==> config.mk <==
export PLATFORM = sky130hd
export DESIGN_NAME = rgb_indicator_led_pattern_setup_core
export DESIGN_NICKNAME = d
export VERILOG_FILES = /design/src/hdl/rgbled_pkg.sv /design/src/hdl/rgbled_ctrl.sv /design/src/hdl/rgbled_datapath.sv /design/src/hdl/rgb_indicator_led_pattern_setup_core.sv
export SDC_FILE = /design/constraint.sdc
export NUM_CORES = 2
export LEC_CHECK = 0
export BUFFER_PORTS_ARGS = -buffer_cell sky130_fd_sc_hd__buf_2
export CAP_MARGIN = 20
export CORE_MARGIN = 1.5
export CORE_UTILIZATION = 45
export DETAILED_ROUTE_END_ITERATION = 7
export PLACE_DENSITY_LB_ADDON = 0.12
export SETUP_SLACK_MARGIN = 0.3
export SYNTH_ARGS = -nofsm -noshare
export SYNTH_HDL_FRONTEND = slang
export SYNTH_SLANG_ARGS = --single-unit
==> constraint.sdc <==
create_clock -name clock -period 18.7 [get_ports clock]
set_input_delay 2.805 -clock clock [delete_from_list [all_inputs] [get_ports clock]]
set_output_delay 2.805 -clock clock [all_outputs]
set_load 0.1 [all_outputs]
==> src/hdl/rgbled_pkg.sv <==
package rgbled_pkg;

   localparam int RAMP_POINTS = 8;
   localparam int MAX_RESULTS = 8;
   localparam int RAMP_COUNT  = (RAMP_POINTS < MAX_RESULTS) ? RAMP_POINTS : MAX_RESULTS;
   localparam int IDX_W       = $clog2(RAMP_COUNT);
   localparam int RAMP_SPAN   = 2 * RAMP_POINTS;
   localparam int NUM_SOURCES = 3;

   localparam logic [7:0] RAMP_STEP_RESET = 8'd50;
   localparam int         CSR_ADDR_W      = 3;
   localparam logic       CSR_RAMP_STEP   = 1'b0;

   localparam logic [6:0] RAMP_TABLE [8] = '{7'd0, 7'd12, 7'd25, 7'd37,
                                             7'd50, 7'd72, 7'd85, 7'd100};

   typedef struct packed {
      logic             load_req;
      logic             select;
      logic             scale;
      logic             load_out;
      logic [IDX_W-1:0] idx;
      logic             last;
   } cmd_type;

   typedef struct packed {
      logic blink;
   } status_type;

   // floor(x / 255), exact over the range used here
   function automatic logic [15:0] div255(input logic [15:0] x);
      logic [16:0] sum;
      sum = 17'(x) + 17'd1 + 17'(x[15:8]);
      return 16'(sum >> 8);
   endfunction

   // table entry for a ramp point, only ever called with a constant
   function automatic logic [2:0] ramp_entry(input int k);
      int t;
      t = (k * 7) / (RAMP_POINTS - 1);
      if (t > 7) begin
         t = 7;
      end
      return 3'(t);
   endfunction

   function automatic logic [6:0] ramp_pct(input logic [IDX_W-1:0] i);
      logic [6:0] pct;
      pct = '0;
      for (int k = 0; k < RAMP_COUNT; k++) begin
         if (i == IDX_W'(k)) begin
            pct = RAMP_TABLE[ramp_entry(k)];
         end
      end
      return pct;
   endfunction

endpackage

==> src/hdl/rgbled_ctrl.sv <==
module rgbled_ctrl
   import rgbled_pkg::*;
(
   input  logic       clock,
   input  logic       reset,
   input  logic       req_valid,
   output logic       req_ready,
   output logic       rsp_valid,
   input  logic       rsp_ready,
   input  status_type status,
   output cmd_type    cmd
);

   typedef enum logic [3:0] {
      ST_IDLE  = 4'b0001,
      ST_SEL   = 4'b0010,
      ST_SCALE = 4'b0100,
      ST_EMIT  = 4'b1000
   } state_type;

   state_type        state_ff, state_in;
   logic [IDX_W-1:0] idx_ff, idx_in;
   logic             rsp_valid_ff, rsp_valid_in;
   logic             out_free;
   logic             emit_last;

   assign req_ready = (state_ff == ST_IDLE);
   assign rsp_valid = rsp_valid_ff;
   assign out_free  = !rsp_valid_ff || rsp_ready;
   assign emit_last = !status.blink || (idx_ff == IDX_W'(RAMP_COUNT - 1));

   always_comb begin
      state_in     = state_ff;
      idx_in       = idx_ff;
      cmd          = '0;
      cmd.idx      = idx_ff;
      cmd.last     = emit_last;
      case (state_ff)
         ST_IDLE: begin
            if (req_valid) begin
               cmd.load_req = 1'b1;
               state_in     = ST_SEL;
            end
         end
         ST_SEL: begin
            cmd.select = 1'b1;
            state_in   = ST_SCALE;
         end
         ST_SCALE: begin
            cmd.scale = 1'b1;
            idx_in    = '0;
            state_in  = ST_EMIT;
         end
         ST_EMIT: begin
            if (out_free) begin
               cmd.load_out = 1'b1;
               if (emit_last) begin
                  state_in = ST_IDLE;
               end else begin
                  idx_in = idx_ff + 1'b1;
               end
            end
         end
         default: begin
            state_in = ST_IDLE;
         end
      endcase
   end

   always_comb begin
      rsp_valid_in = rsp_valid_ff;
      if (cmd.load_out) begin
         rsp_valid_in = 1'b1;
      end else if (rsp_ready) begin
         rsp_valid_in = 1'b0;
      end
   end

   always_ff @(posedge clock) begin
      if (reset) begin
         state_ff     <= ST_IDLE;
         idx_ff       <= '0;
         rsp_valid_ff <= 1'b0;
      end else begin
         state_ff     <= state_in;
         idx_ff       <= idx_in;
         rsp_valid_ff <= rsp_valid_in;
      end
   end

`ifndef SYNTHESIS
   a_accept_to_sel: assert property (@(posedge clock) disable iff (reset)
      req_valid && req_ready |=> state_ff == ST_SEL)
      else $error("accepted transaction did not start selection");

   a_idx_advance: assert property (@(posedge clock) disable iff (reset)
      state_ff == ST_EMIT && cmd.load_out && !emit_last |=> idx_ff == $past(idx_ff) + 1'b1)
      else $error("ramp index did not advance");

   a_last_to_idle: assert property (@(posedge clock) disable iff (reset)
      state_ff == ST_EMIT && cmd.load_out && emit_last |=> state_ff == ST_IDLE)
      else $error("controller did not return to idle after final result");
`endif

endmodule

==> src/hdl/rgbled_datapath.sv <==
module rgbled_datapath
   import rgbled_pkg::*;
(
   input  logic                  clock,
   input  logic                  reset,
   input  logic                  csr_psel,
   input  logic                  csr_penable,
   input  logic                  csr_pwrite,
   input  logic [CSR_ADDR_W-1:0] csr_paddr,
   input  logic [31:0]           csr_pwdata,
   output logic [31:0]           csr_prdata,
   input  logic [1:0]            req_cmd,
   input  logic [31:0]           req_color,
   input  logic                  req_timed,
   input  logic [15:0]           req_on_ms,
   input  logic [15:0]           req_off_ms,
   input  cmd_type               cmd,
   output status_type            status,
   output logic                  rsp_blink,
   output logic [7:0]            rsp_red_level,
   output logic [7:0]            rsp_green_level,
   output logic [7:0]            rsp_blue_level,
   output logic [2:0]            rsp_ramp_index,
   output logic [6:0]            rsp_red_duty,
   output logic [6:0]            rsp_green_duty,
   output logic [6:0]            rsp_blue_duty,
   output logic [7:0]            rsp_step_ms,
   output logic [15:0]           rsp_pause_hi_ms,
   output logic [15:0]           rsp_pause_lo_ms,
   output logic                  rsp_last
);

   logic [7:0]  step_cfg_ff;
   logic        csr_wr;

   logic [31:0] src_color_ff [NUM_SOURCES];
   logic        src_timed_ff [NUM_SOURCES];
   logic [15:0] src_on_ff    [NUM_SOURCES];
   logic [15:0] src_off_ff   [NUM_SOURCES];

   logic [31:0] sel_color;
   logic        sel_timed;
   logic [15:0] sel_on;
   logic [15:0] sel_off;
   logic        sel_lit;

   logic [7:0]  alpha_ff;
   logic [7:0]  raw_r_ff, raw_g_ff, raw_b_ff;
   logic [15:0] prod_r_ff, prod_g_ff, prod_b_ff;
   logic [15:0] on_ff, off_ff;
   logic        blink_ff, blink_in;

   logic [7:0]  lvl_r_ff, lvl_g_ff, lvl_b_ff;
   logic [7:0]  step_ff, step_in;
   logic [15:0] phi_ff, phi_in;
   logic [15:0] plo_ff;
   logic        scale_en;
   logic [15:0] span_ms;

   logic [6:0]  pct;
   logic [15:0] duty_r, duty_g, duty_b;

   logic        o_blink_ff, o_last_ff;
   logic [7:0]  o_r_ff, o_g_ff, o_b_ff, o_step_ff;
   logic [2:0]  o_idx_ff;
   logic [6:0]  o_rd_ff, o_gd_ff, o_bd_ff;
   logic [15:0] o_phi_ff, o_plo_ff;

   // configuration
   assign csr_wr     = csr_psel && csr_penable && csr_pwrite
                       && (csr_paddr[CSR_ADDR_W-1] == CSR_RAMP_STEP);
   assign csr_prdata = (csr_paddr[CSR_ADDR_W-1] == CSR_RAMP_STEP) ?
                       {24'd0, step_cfg_ff} : 32'd0;

   always_ff @(posedge clock) begin
      if (reset) begin
         step_cfg_ff <= RAMP_STEP_RESET;
      end else if (csr_wr) begin
         step_cfg_ff <= csr_pwdata[7:0];
      end
   end

   // source store
   always_ff @(posedge clock) begin
      if (reset) begin
         for (int s = 0; s < NUM_SOURCES; s++) begin
            src_color_ff[s] <= '0;
            src_timed_ff[s] <= 1'b0;
            src_on_ff[s]    <= '0;
            src_off_ff[s]   <= '0;
         end
      end else if (cmd.load_req && (int'(req_cmd) < NUM_SOURCES)) begin
         src_color_ff[req_cmd] <= req_color;
         src_timed_ff[req_cmd] <= req_timed;
         src_on_ff[req_cmd]    <= req_on_ms;
         src_off_ff[req_cmd]   <= req_off_ms;
      end
   end

   // priority pick of the first lit source
   always_comb begin
      sel_color = '0;
      sel_timed = 1'b0;
      sel_on    = '0;
      sel_off   = '0;
      sel_lit   = 1'b0;
      for (int s = NUM_SOURCES - 1; s >= 0; s--) begin
         if (src_color_ff[s][23:0] != 24'd0) begin
            sel_color = src_color_ff[s];
            sel_timed = src_timed_ff[s];
            sel_on    = src_on_ff[s];
            sel_off   = src_off_ff[s];
            sel_lit   = 1'b1;
         end
      end
   end

   assign blink_in = sel_lit && sel_timed && (sel_on != 16'd0) && (sel_off != 16'd0);

   always_ff @(posedge clock) begin
      if (cmd.select) begin
         alpha_ff  <= sel_color[31:24];
         raw_r_ff  <= sel_color[23:16];
         raw_g_ff  <= sel_color[15:8];
         raw_b_ff  <= sel_color[7:0];
         prod_r_ff <= 16'(sel_color[23:16]) * 16'(sel_color[31:24]);
         prod_g_ff <= 16'(sel_color[15:8]) * 16'(sel_color[31:24]);
         prod_b_ff <= 16'(sel_color[7:0]) * 16'(sel_color[31:24]);
         on_ff     <= sel_on;
         off_ff    <= sel_off;
         blink_ff  <= blink_in;
      end
   end

   // alpha scaling and blink timing
   assign scale_en = (alpha_ff != 8'd0) && (alpha_ff != 8'hff);
   assign span_ms  = 16'(step_cfg_ff) * 16'(RAMP_SPAN);

   always_comb begin
      step_in = '0;
      phi_in  = '0;
      if (blink_ff) begin
         if (span_ms > on_ff) begin
            step_in = 8'(on_ff / RAMP_SPAN);
            phi_in  = '0;
         end else begin
            step_in = step_cfg_ff;
            phi_in  = on_ff - span_ms;
         end
      end
   end

   always_ff @(posedge clock) begin
      if (cmd.scale) begin
         lvl_r_ff <= scale_en ? 8'(div255(prod_r_ff)) : raw_r_ff;
         lvl_g_ff <= scale_en ? 8'(div255(prod_g_ff)) : raw_g_ff;
         lvl_b_ff <= scale_en ? 8'(div255(prod_b_ff)) : raw_b_ff;
         step_ff  <= step_in;
         phi_ff   <= phi_in;
         plo_ff   <= blink_ff ? off_ff : 16'd0;
      end
   end

   assign status.blink = blink_ff;

   // per ramp point duty
   assign pct    = ramp_pct(cmd.idx);
   assign duty_r = div255(16'(pct) * 16'(lvl_r_ff));
   assign duty_g = div255(16'(pct) * 16'(lvl_g_ff));
   assign duty_b = div255(16'(pct) * 16'(lvl_b_ff));

   always_ff @(posedge clock) begin
      if (cmd.load_out) begin
         o_blink_ff <= blink_ff;
         o_r_ff     <= lvl_r_ff;
         o_g_ff     <= lvl_g_ff;
         o_b_ff     <= lvl_b_ff;
         o_idx_ff   <= blink_ff ? 3'(cmd.idx) : 3'd0;
         o_rd_ff    <= blink_ff ? duty_r[6:0] : 7'd0;
         o_gd_ff    <= blink_ff ? duty_g[6:0] : 7'd0;
         o_bd_ff    <= blink_ff ? duty_b[6:0] : 7'd0;
         o_step_ff  <= step_ff;
         o_phi_ff   <= phi_ff;
         o_plo_ff   <= plo_ff;
         o_last_ff  <= cmd.last;
      end
   end

   assign rsp_blink       = o_blink_ff;
   assign rsp_red_level   = o_r_ff;
   assign rsp_green_level = o_g_ff;
   assign rsp_blue_level  = o_b_ff;
   assign rsp_ramp_index  = o_idx_ff;
   assign rsp_red_duty    = o_rd_ff;
   assign rsp_green_duty  = o_gd_ff;
   assign rsp_blue_duty   = o_bd_ff;
   assign rsp_step_ms     = o_step_ff;
   assign rsp_pause_hi_ms = o_phi_ff;
   assign rsp_pause_lo_ms = o_plo_ff;
   assign rsp_last        = o_last_ff;

`ifndef SYNTHESIS
   a_steady_no_duty: assert property (@(posedge clock) disable iff (reset)
      cmd.load_out && !blink_ff |=> rsp_red_duty == 7'd0 && rsp_step_ms == 8'd0 && rsp_last)
      else $error("steady result carries ramp data");

   a_blink_lit: assert property (@(posedge clock) disable iff (reset)
      cmd.select && blink_in |-> sel_color[23:0] != 24'd0)
      else $error("blink chosen for unlit source");

   a_step_bound: assert property (@(posedge clock) disable iff (reset)
      cmd.scale && blink_ff |=> 16'(step_ff) * 16'(RAMP_SPAN) + phi_ff <= on_ff)
      else $error("ramp timing exceeds on time");
`endif

endmodule

==> src/hdl/rgb_indicator_led_pattern_setup_core.sv <==
// RGB indicator pattern setup. Each request transaction overwrites one of three
// light sources (notification, attention, battery; command 3 writes nothing) and
// then reports the first lit source in that order, with RGB scaled by alpha for
// alpha 1 to 254. A timed source with nonzero on and off times gives eight ramp
// results (blink set, last on the eighth); anything else gives one result, all
// zero but for rsp_last when nothing is lit. A request is taken only while the
// block is idle and occupies it through these steps: write the source store,
// pick the source and form the alpha products, scale and work out step and pause
// times, then pass each result through the output register, waiting while a
// result already there is not yet taken. ramp_step_ms sits at byte addresses 0
// to 3 of the register port and resets to 50.
module rgb_indicator_led_pattern_setup_core
   import rgbled_pkg::*;
(
   input  logic                  clock,
   input  logic                  reset,
   input  logic                  csr_psel,
   input  logic                  csr_penable,
   input  logic                  csr_pwrite,
   input  logic [CSR_ADDR_W-1:0] csr_paddr,
   input  logic [31:0]           csr_pwdata,
   output logic [31:0]           csr_prdata,
   output logic                  csr_pready,
   input  logic                  req_valid,
   output logic                  req_ready,
   input  logic [1:0]            req_cmd,
   input  logic [31:0]           req_color,
   input  logic                  req_timed,
   input  logic [15:0]           req_on_ms,
   input  logic [15:0]           req_off_ms,
   output logic                  rsp_valid,
   input  logic                  rsp_ready,
   output logic                  rsp_blink,
   output logic [7:0]            rsp_red_level,
   output logic [7:0]            rsp_green_level,
   output logic [7:0]            rsp_blue_level,
   output logic [2:0]            rsp_ramp_index,
   output logic [6:0]            rsp_red_duty,
   output logic [6:0]            rsp_green_duty,
   output logic [6:0]            rsp_blue_duty,
   output logic [7:0]            rsp_step_ms,
   output logic [15:0]           rsp_pause_hi_ms,
   output logic [15:0]           rsp_pause_lo_ms,
   output logic                  rsp_last
);

   cmd_type    cmd;
   status_type status;

   assign csr_pready = 1'b1;

   rgbled_ctrl u_ctrl (
      .clock     (clock),
      .reset     (reset),
      .req_valid (req_valid),
      .req_ready (req_ready),
      .rsp_valid (rsp_valid),
      .rsp_ready (rsp_ready),
      .status    (status),
      .cmd       (cmd)
   );

   rgbled_datapath u_datapath (
      .clock           (clock),
      .reset           (reset),
      .csr_psel        (csr_psel),
      .csr_penable     (csr_penable),
      .csr_pwrite      (csr_pwrite),
      .csr_paddr       (csr_paddr),
      .csr_pwdata      (csr_pwdata),
      .csr_prdata      (csr_prdata),
      .req_cmd         (req_cmd),
      .req_color       (req_color),
      .req_timed       (req_timed),
      .req_on_ms       (req_on_ms),
      .req_off_ms      (req_off_ms),
      .cmd             (cmd),
      .status          (status),
      .rsp_blink       (rsp_blink),
      .rsp_red_level   (rsp_red_level),
      .rsp_green_level (rsp_green_level),
      .rsp_blue_level  (rsp_blue_level),
      .rsp_ramp_index  (rsp_ramp_index),
      .rsp_red_duty    (rsp_red_duty),
      .rsp_green_duty  (rsp_green_duty),
      .rsp_blue_duty   (rsp_blue_duty),
      .rsp_step_ms     (rsp_step_ms),
      .rsp_pause_hi_ms (rsp_pause_hi_ms),
      .rsp_pause_lo_ms (rsp_pause_lo_ms),
      .rsp_last        (rsp_last)
   );

endmodule
=== Yosys cells after proc, flatten, opt, wreduce, memory -nomap -nowiden ===
Memory sizes are Yosys's and may differ from the RTL's.
Index checks and enable logic that the tools add are counted.

* $add $sub $neg: 14
* Multipliers: 6
* $lt $le $gt $ge: 2
* Equality and inequality tests: 16
* Muxes and demuxes: 59
* Bitwise gates (word level): 2
* Reduce and logical (&&, ||, !) cells: 27

{| class="wikitable"
|+ Operators by type and width
! kind !! number
|-
| 2-to-1 mux 16 bit || 8
|-
| 2-to-1 mux 32 bit || 4
|-
| nonzero test 24 bit || 3
|-
| adder 16 x 1 -> 16 bit (second input constant) || 3
|-
| adder 16 x 8 -> 16 bit || 3
|-
| multiplier 8 x 8 -> 16 bit || 3
|-
| adder 15 x 1 -> 15 bit (second input constant) || 3
|-
| adder 15 x 7 -> 15 bit || 3
|-
| multiplier 7 x 8 -> 15 bit || 3
|-
| 2-to-1 mux 8 bit || 5
|-
| nonzero test 16 bit || 2
|-
| OR reduction 16 bit || 2
|-
| OR reduction 32 bit || 1
|-
| 2-to-1 mux 1 bit || 24
|-
| 2-to-1 mux 7 bit || 3
|-
| greater-than comparator 12 x 16 -> 1 bit || 1
|-
| 2-to-1 mux 4 bit || 4
|-
| one-hot mux 4 bit (4 select lines) || 1
|-
| subtractor 16 x 12 -> 16 bit || 1
|-
| == test 3 bit (second input constant) || 4
|-
| 2-to-1 mux 6 bit || 2
|-
| logical AND 1 bit || 8
|-
| 2-to-1 mux 2 bit || 4
|-
| != test 8 bit (second input constant) || 1
|-
| 21 further kinds || 30
|}

* Flip-flop bits (word level): 283
* RAM bits: 195
* Bits of input ports: 109
* Output and inout port bits: 125
* Memories kept: 4

{| class="wikitable"
|+ Memories
! memory !! depth !! width !! rd ports !! clocked after memory_dff !! wr ports !! line !! source
|-
| u_datapath.src_color_ff || 3 || 32 || 3 || 0 || 3 || rgbled_datapath.sv:36 || <nowiki>logic [31:0] src_color_ff [NUM_SOURCES];</nowiki>
|-
| u_datapath.src_off_ff || 3 || 16 || 3 || 0 || 3 || rgbled_datapath.sv:39 || <nowiki>logic [15:0] src_off_ff [NUM_SOURCES];</nowiki>
|-
| u_datapath.src_on_ff || 3 || 16 || 3 || 0 || 3 || rgbled_datapath.sv:38 || <nowiki>logic [15:0] src_on_ff [NUM_SOURCES];</nowiki>
|-
| u_datapath.src_timed_ff || 3 || 1 || 3 || 0 || 3 || rgbled_datapath.sv:37 || <nowiki>logic src_timed_ff [NUM_SOURCES];</nowiki>
|}

=== Longest topological paths before layout ===
* Depth in word-level cells: 11
* Depth in mapped cells: 30
* Mapped depth without buffers: 29

=== Hierarchy ===
From an unflattened synthesis, not the netlist that was laid out.

* Cells, all modules: 2866
* Area total of the unflattened synthesis: 31815.5 sq um

{| class="wikitable"
|+ By module, submodules not included
! module !! instances !! cells an instance !! area each (sq um)
|-
| rgbled_datapath || 1 || 2814 || 31316.3
|-
| rgbled_ctrl || 1 || 50 || 488.0
|-
| rgb_indicator_led_pattern_setup_core || 1 || 2 || 11.3
|}

=== Least setup slack after synthesis ===
No wires, ideal clock.

* Path kind: register to register
* From: register u_ctrl.state_ff[1]
* To: register u_ctrl.state_ff[2]
* Library setup time: 0.134 ns
* Arrival: 12.875 ns
* Data required time: 18.566 ns
* Path slack: 5.691 ns
* Cell stages (with the launch flop): 3
* Path buffers: 0
* Clock period less this slack: 13.009 ns
* Path through: dfxtp_1 -> nor4b_1 -> and2_1

* Word-level cells in the longest chain between the ends: 3

{| class="wikitable"
|+ RTL lines
! element !! line !! source
|-
| start: declaration || rgbled_ctrl.sv:21 || <nowiki>state_type state_ff, state_in;</nowiki>
|-
| start signal: assignment || rgbled_ctrl.sv:85 || <nowiki>state_ff <= state_in;</nowiki>
|-
| == test 4 bit / == test 4 x 1 -> 1 bit (equally long branches) || rgbled_ctrl.sv:38 || <nowiki>case (state_ff)</nowiki>
|-
| != test 2 x 1 -> 1 bit (no line) / != test 2 bit (equally long branches) || n/a ||
|-
| AND reduction 3 bit (no line) || n/a ||
|}

Several ways; a longest one is shown, not always the timed one.
A chain may end at the register's enable or synchronous reset.

==> flow_summary.json <==
{
  "syn_to_final_growth_pct": 11.6,
  "synthFlopType": "edfxtp_1",
  "layout-drive-gt1-share": 0.107,
  "worst_pin_slew_ns": 1.07,
  "hold_buffers": 0,
  "setup_viol": 0,
  "reg2reg_setup_slack_ns": 10.80,
  "slowest_stage": "buf_4",
  "seqCellArea_um2": 14200,
  "postRouteAntennaNets": 0,
  "drtPass1Iterations": 5,
  "final_nets": 3619,
  "fin_area_um2": 35500,
  "drt_iter0_drc": 1240,
  "crit_start": "u_datapath.src_color_ff[1][0]$_SDFFCE_PN0P_",
  "rsz0062_at_grt": "false",
  "gp_congestion": 0.872,
  "numCtsBuffers": 53,
  "synthesis.area_um2": 31800,
  "gr-usage-all-layers": 0.209,
  "status": "complete, no violations",
  "ys_ff_latch": 478,
  "placed_cells": 3941,
  "cts_setup_buffers": 0,
  "clock-sinks": 478,
  "slowest_delay_ns": 0.61,
  "finalPower_mw": 2.54,
  "multi_input_area_um2": 16100,
  "place_area_um2": 33800,
  "drv_slew": 0,
  "antenna_found_initial": 6,
  "r2r_cells": 24,
  "worstPathCellList": "nor4_1 > nand4_1 > or2_2 > a31oi_4 > buf_4 > a22oi_1 > a21o_1 > inv_1 > nand2_1 > fa_1 > fa_1 > inv_1 > fa_1 > inv_1 > fa_1 > inv_1 > ha_1 > a21boi_0 > o21ai_0 > nand2b_1 > a21o_1 > a41o_1 > o41a_1 > xnor2_1",
  "grt_pass1_wl_um": 118000,
  "crit_path_start_kind": "flip-flop",
  "grt_overflow": 0,
  "route.detailed.drc": 0,
  "cts_htree_levels": 2,
  "period_needed_ns": 7.90,
  "max_freq_mhz": 127,
  "hold_viol": 0,
  "path_clk_slew_ns": 0.06,
  "vias": 21300,
  "die_width_um": 269,
  "skew_ns": 0.0438,
  "rows": 97,
  "leakagePower_nw": 15.5,
  "reg2reg_from": "u_datapath.src_color_ff[1][0]$_SDFFCE_PN0P_",
  "via_per_inst": 5.26,
  "worstSetupEndpoint": "u_datapath.prod_r_ff[15]$_DFFE_PN_",
  "yosys_warnings": 0,
  "peakVddDrop_mv": 0.0736,
  "cts-resized-gates": 0,
  "arrival_ns": 8.28,
  "ys_async_sr_fraction": 0,
  "drt_wl_total_um": 73500,
  "die_height_um": 269,
  "grt_max_degree": 81,
  "final_cells": 4041,
  "crit_type": "flip-flop to flip-flop",
  "num-fill-cells": 6236,
  "setup_tns_ns": 0,
  "insertion_delay_ns": 0.64,
  "syn_area_per_cell_um2": 11.0,
  "max_cap_viol_count": 0,
  "wire_per_inst_um": 18.2,
  "cts_root_buf": "clkbuf_16",
  "dieArea_um2": 72300,
  "regToRegEndpoint": "u_datapath.prod_r_ff[15]$_DFFE_PN_",
  "finalCritPeriodShare": 0.422,
  "core-area_um2": 70000,
  "ios": 234,
  "critPathMaxFanout": 57,
  "critical_path_required_ns": 19.09,
  "slew_headroom": 0.288,
  "cts_tree": "done",
  "ys_seq_area_frac": 0.446,
  "grt_pass1_vias": 21800,
  "hold_class": "flip-flop to flip-flop",
  "portBuffers": 182,
  "synth_cell_type_count": 76,
  "clk_path_buf_depth": 3,
  "synthCells": 2882,
  "dp_hpwl_um": 52600,
  "powerDensity_nw_per_um2": 71.5,
  "worstSetupEndpointType": "flip-flop",
  "initial_core_util": 0.455,
  "synth_edf_count": 462
}
-- critical path, delay by kind of cell (launching register included) --
family | cells | cell delay (ns)
fa+ha+maj | 5 | 2.33
compound gates | 8 | 1.89
simple gates | 5 | 1.37
buf+inv | 5 | 1.29
flops | 1 | 0.41
xor+xnor | 1 | 0.30
-- logic make-up after synthesis --
logic type / count (synthesis) / share of synthesized area
AND/OR/NAND/NOR: 1071 / 0.171
flip-flops: 478 / 0.446
adder cells (fa/ha/maj): 455 / 0.225
buffers and inverters: 418 / 0.0527
AO/OA/AOI/OAI: 349 / 0.0743
XOR/XNOR: 95 / 0.0266
multiplexers: 14 / 0.00448
other: 2 / 0.000236
-- registers in the layout (all words and copies together) (netlist names), 16 cells and up --
register / count
u_datapath.src_off_ff: 48
u_datapath.plo_ff: 16
u_datapath.rsp_pause_lo_ms: 16
u_datapath.prod_b_ff: 16
u_datapath.phi_ff: 16
u_datapath.rsp_pause_hi_ms: 16
u_datapath.prod_g_ff: 16
u_datapath.off_ff: 16
u_datapath.on_ff: 16
u_datapath.src_color_ff: 96
u_datapath.prod_r_ff: 16
u_datapath.src_on_ff: 48
-- where the power goes --
part           leakage, nW  internal [mW]  switching (mW)
combinational         10.1         0.0952           0.181
sequential            4.57           1.21          0.0130
clock                0.853          0.595           0.446
total                 15.5           1.90           0.640
-- metal layers --
layer,up-vias,share of wire,global-route usage
met1,10500,0.45,0.275
met3,110,0.044,0.0298
met5,-,0,0
li1,10200,-,-
met2,458,0.49,0.361
met4,0,0.021,0.0512
-- cell usage in the layout (no fill, tap or decap), types with 10 or more instances in the layout --
cell and n:
edfxtp_1 462, xnor2_1 60, o21ai_0 45, clkinv_1 14, clkbuf_16 55, conb_1 25
xor2_1 34, buf_4 30, o21bai_1 11, ha_1 257, and3_1 15, inv_1 300
buf_2 182, a21oi_1 115, nand2_1 204, nor4_1 32, nor2_1 298, nand4_1 19
mux2i_1 11, and2_1 335, fa_1 196, dfxtp_1 16, a21o_1 31, a221oi_1 33
nand3_1 23, clkinv_2 14, o21a_1 26, or2_2 10, nand2b_1 10, or3_1 12
nor3_1 33, nor2b_1 46
-- cell usage after synthesis, drive strengths merged (23+ instances only) --
cell    number  share of area
edfxtp     462           0.44
and2       335          0.066
inv        300          0.035
nor2       299          0.035
ha         257           0.10
nand2      204          0.024
fa         196           0.12
a21oi      116          0.018
clkbuf      72         0.0085
xnor2       60          0.017
o21ai       48         0.0075
nor2b       47         0.0092
buf         43         0.0085
a221oi      37          0.011
nor3        35         0.0055
xor2        34         0.0094
nor4        32         0.0063
a21o        31         0.0073
o21a        26         0.0061
nand3       23         0.0036
-- metrics by stage --
step	setup slack (ns)	util	hold WS, ns
4_1_cts	10.87	0.507	0.417
3_5_place_dp	10.95	0.482	0.405
2_1_floorplan	5.69	-	0.400
6_report	10.80	0.507	0.414
3_3_place_gp	11.07	0.482	0.406
5_1_grt	10.36	0.507	0.420
-- area by class of cell --
| cell class | count | area share |
|---|---|---|
| Clock buffer | 59 | 0.0392 |
| Timing Repair Buffer | 212 | 0.0320 |
| Tap cell | 940 | 0.0331 |
| Sequential cell | 478 | 0.399 |
| Multi-Input combinational cell | 2009 | 0.454 |
| Inverter | 303 | 0.0320 |
| Clock inverter | 39 | 0.0102 |
| Antenna cell | 1 | 0.0000704 |
-- how the worst min path moves through the flow --
stage,startpoint,endpoint,cells past startpoint
global placement,u_datapath.phi_ff[7]$_SDFFCE_PP0P_,u_datapath.rsp_pause_hi_ms[7]$_DFFE_PP_,0
CTS,u_datapath.plo_ff[4]$_SDFFCE_PN0P_,u_datapath.rsp_pause_lo_ms[4]$_DFFE_PP_,0
finish,u_datapath.plo_ff[4]$_SDFFCE_PN0P_,u_datapath.rsp_pause_lo_ms[4]$_DFFE_PP_,0
floorplan,u_datapath.phi_ff[0]$_SDFFCE_PP0P_,u_datapath.rsp_pause_hi_ms[0]$_DFFE_PP_,0
detailed placement,u_datapath.plo_ff[4]$_SDFFCE_PN0P_,u_datapath.rsp_pause_lo_ms[4]$_DFFE_PP_,0
global route,u_datapath.plo_ff[13]$_SDFFCE_PN0P_,u_datapath.rsp_pause_lo_ms[13]$_DFFE_PP_,0
No activity file was read; power rests on OpenSTA's default activity.
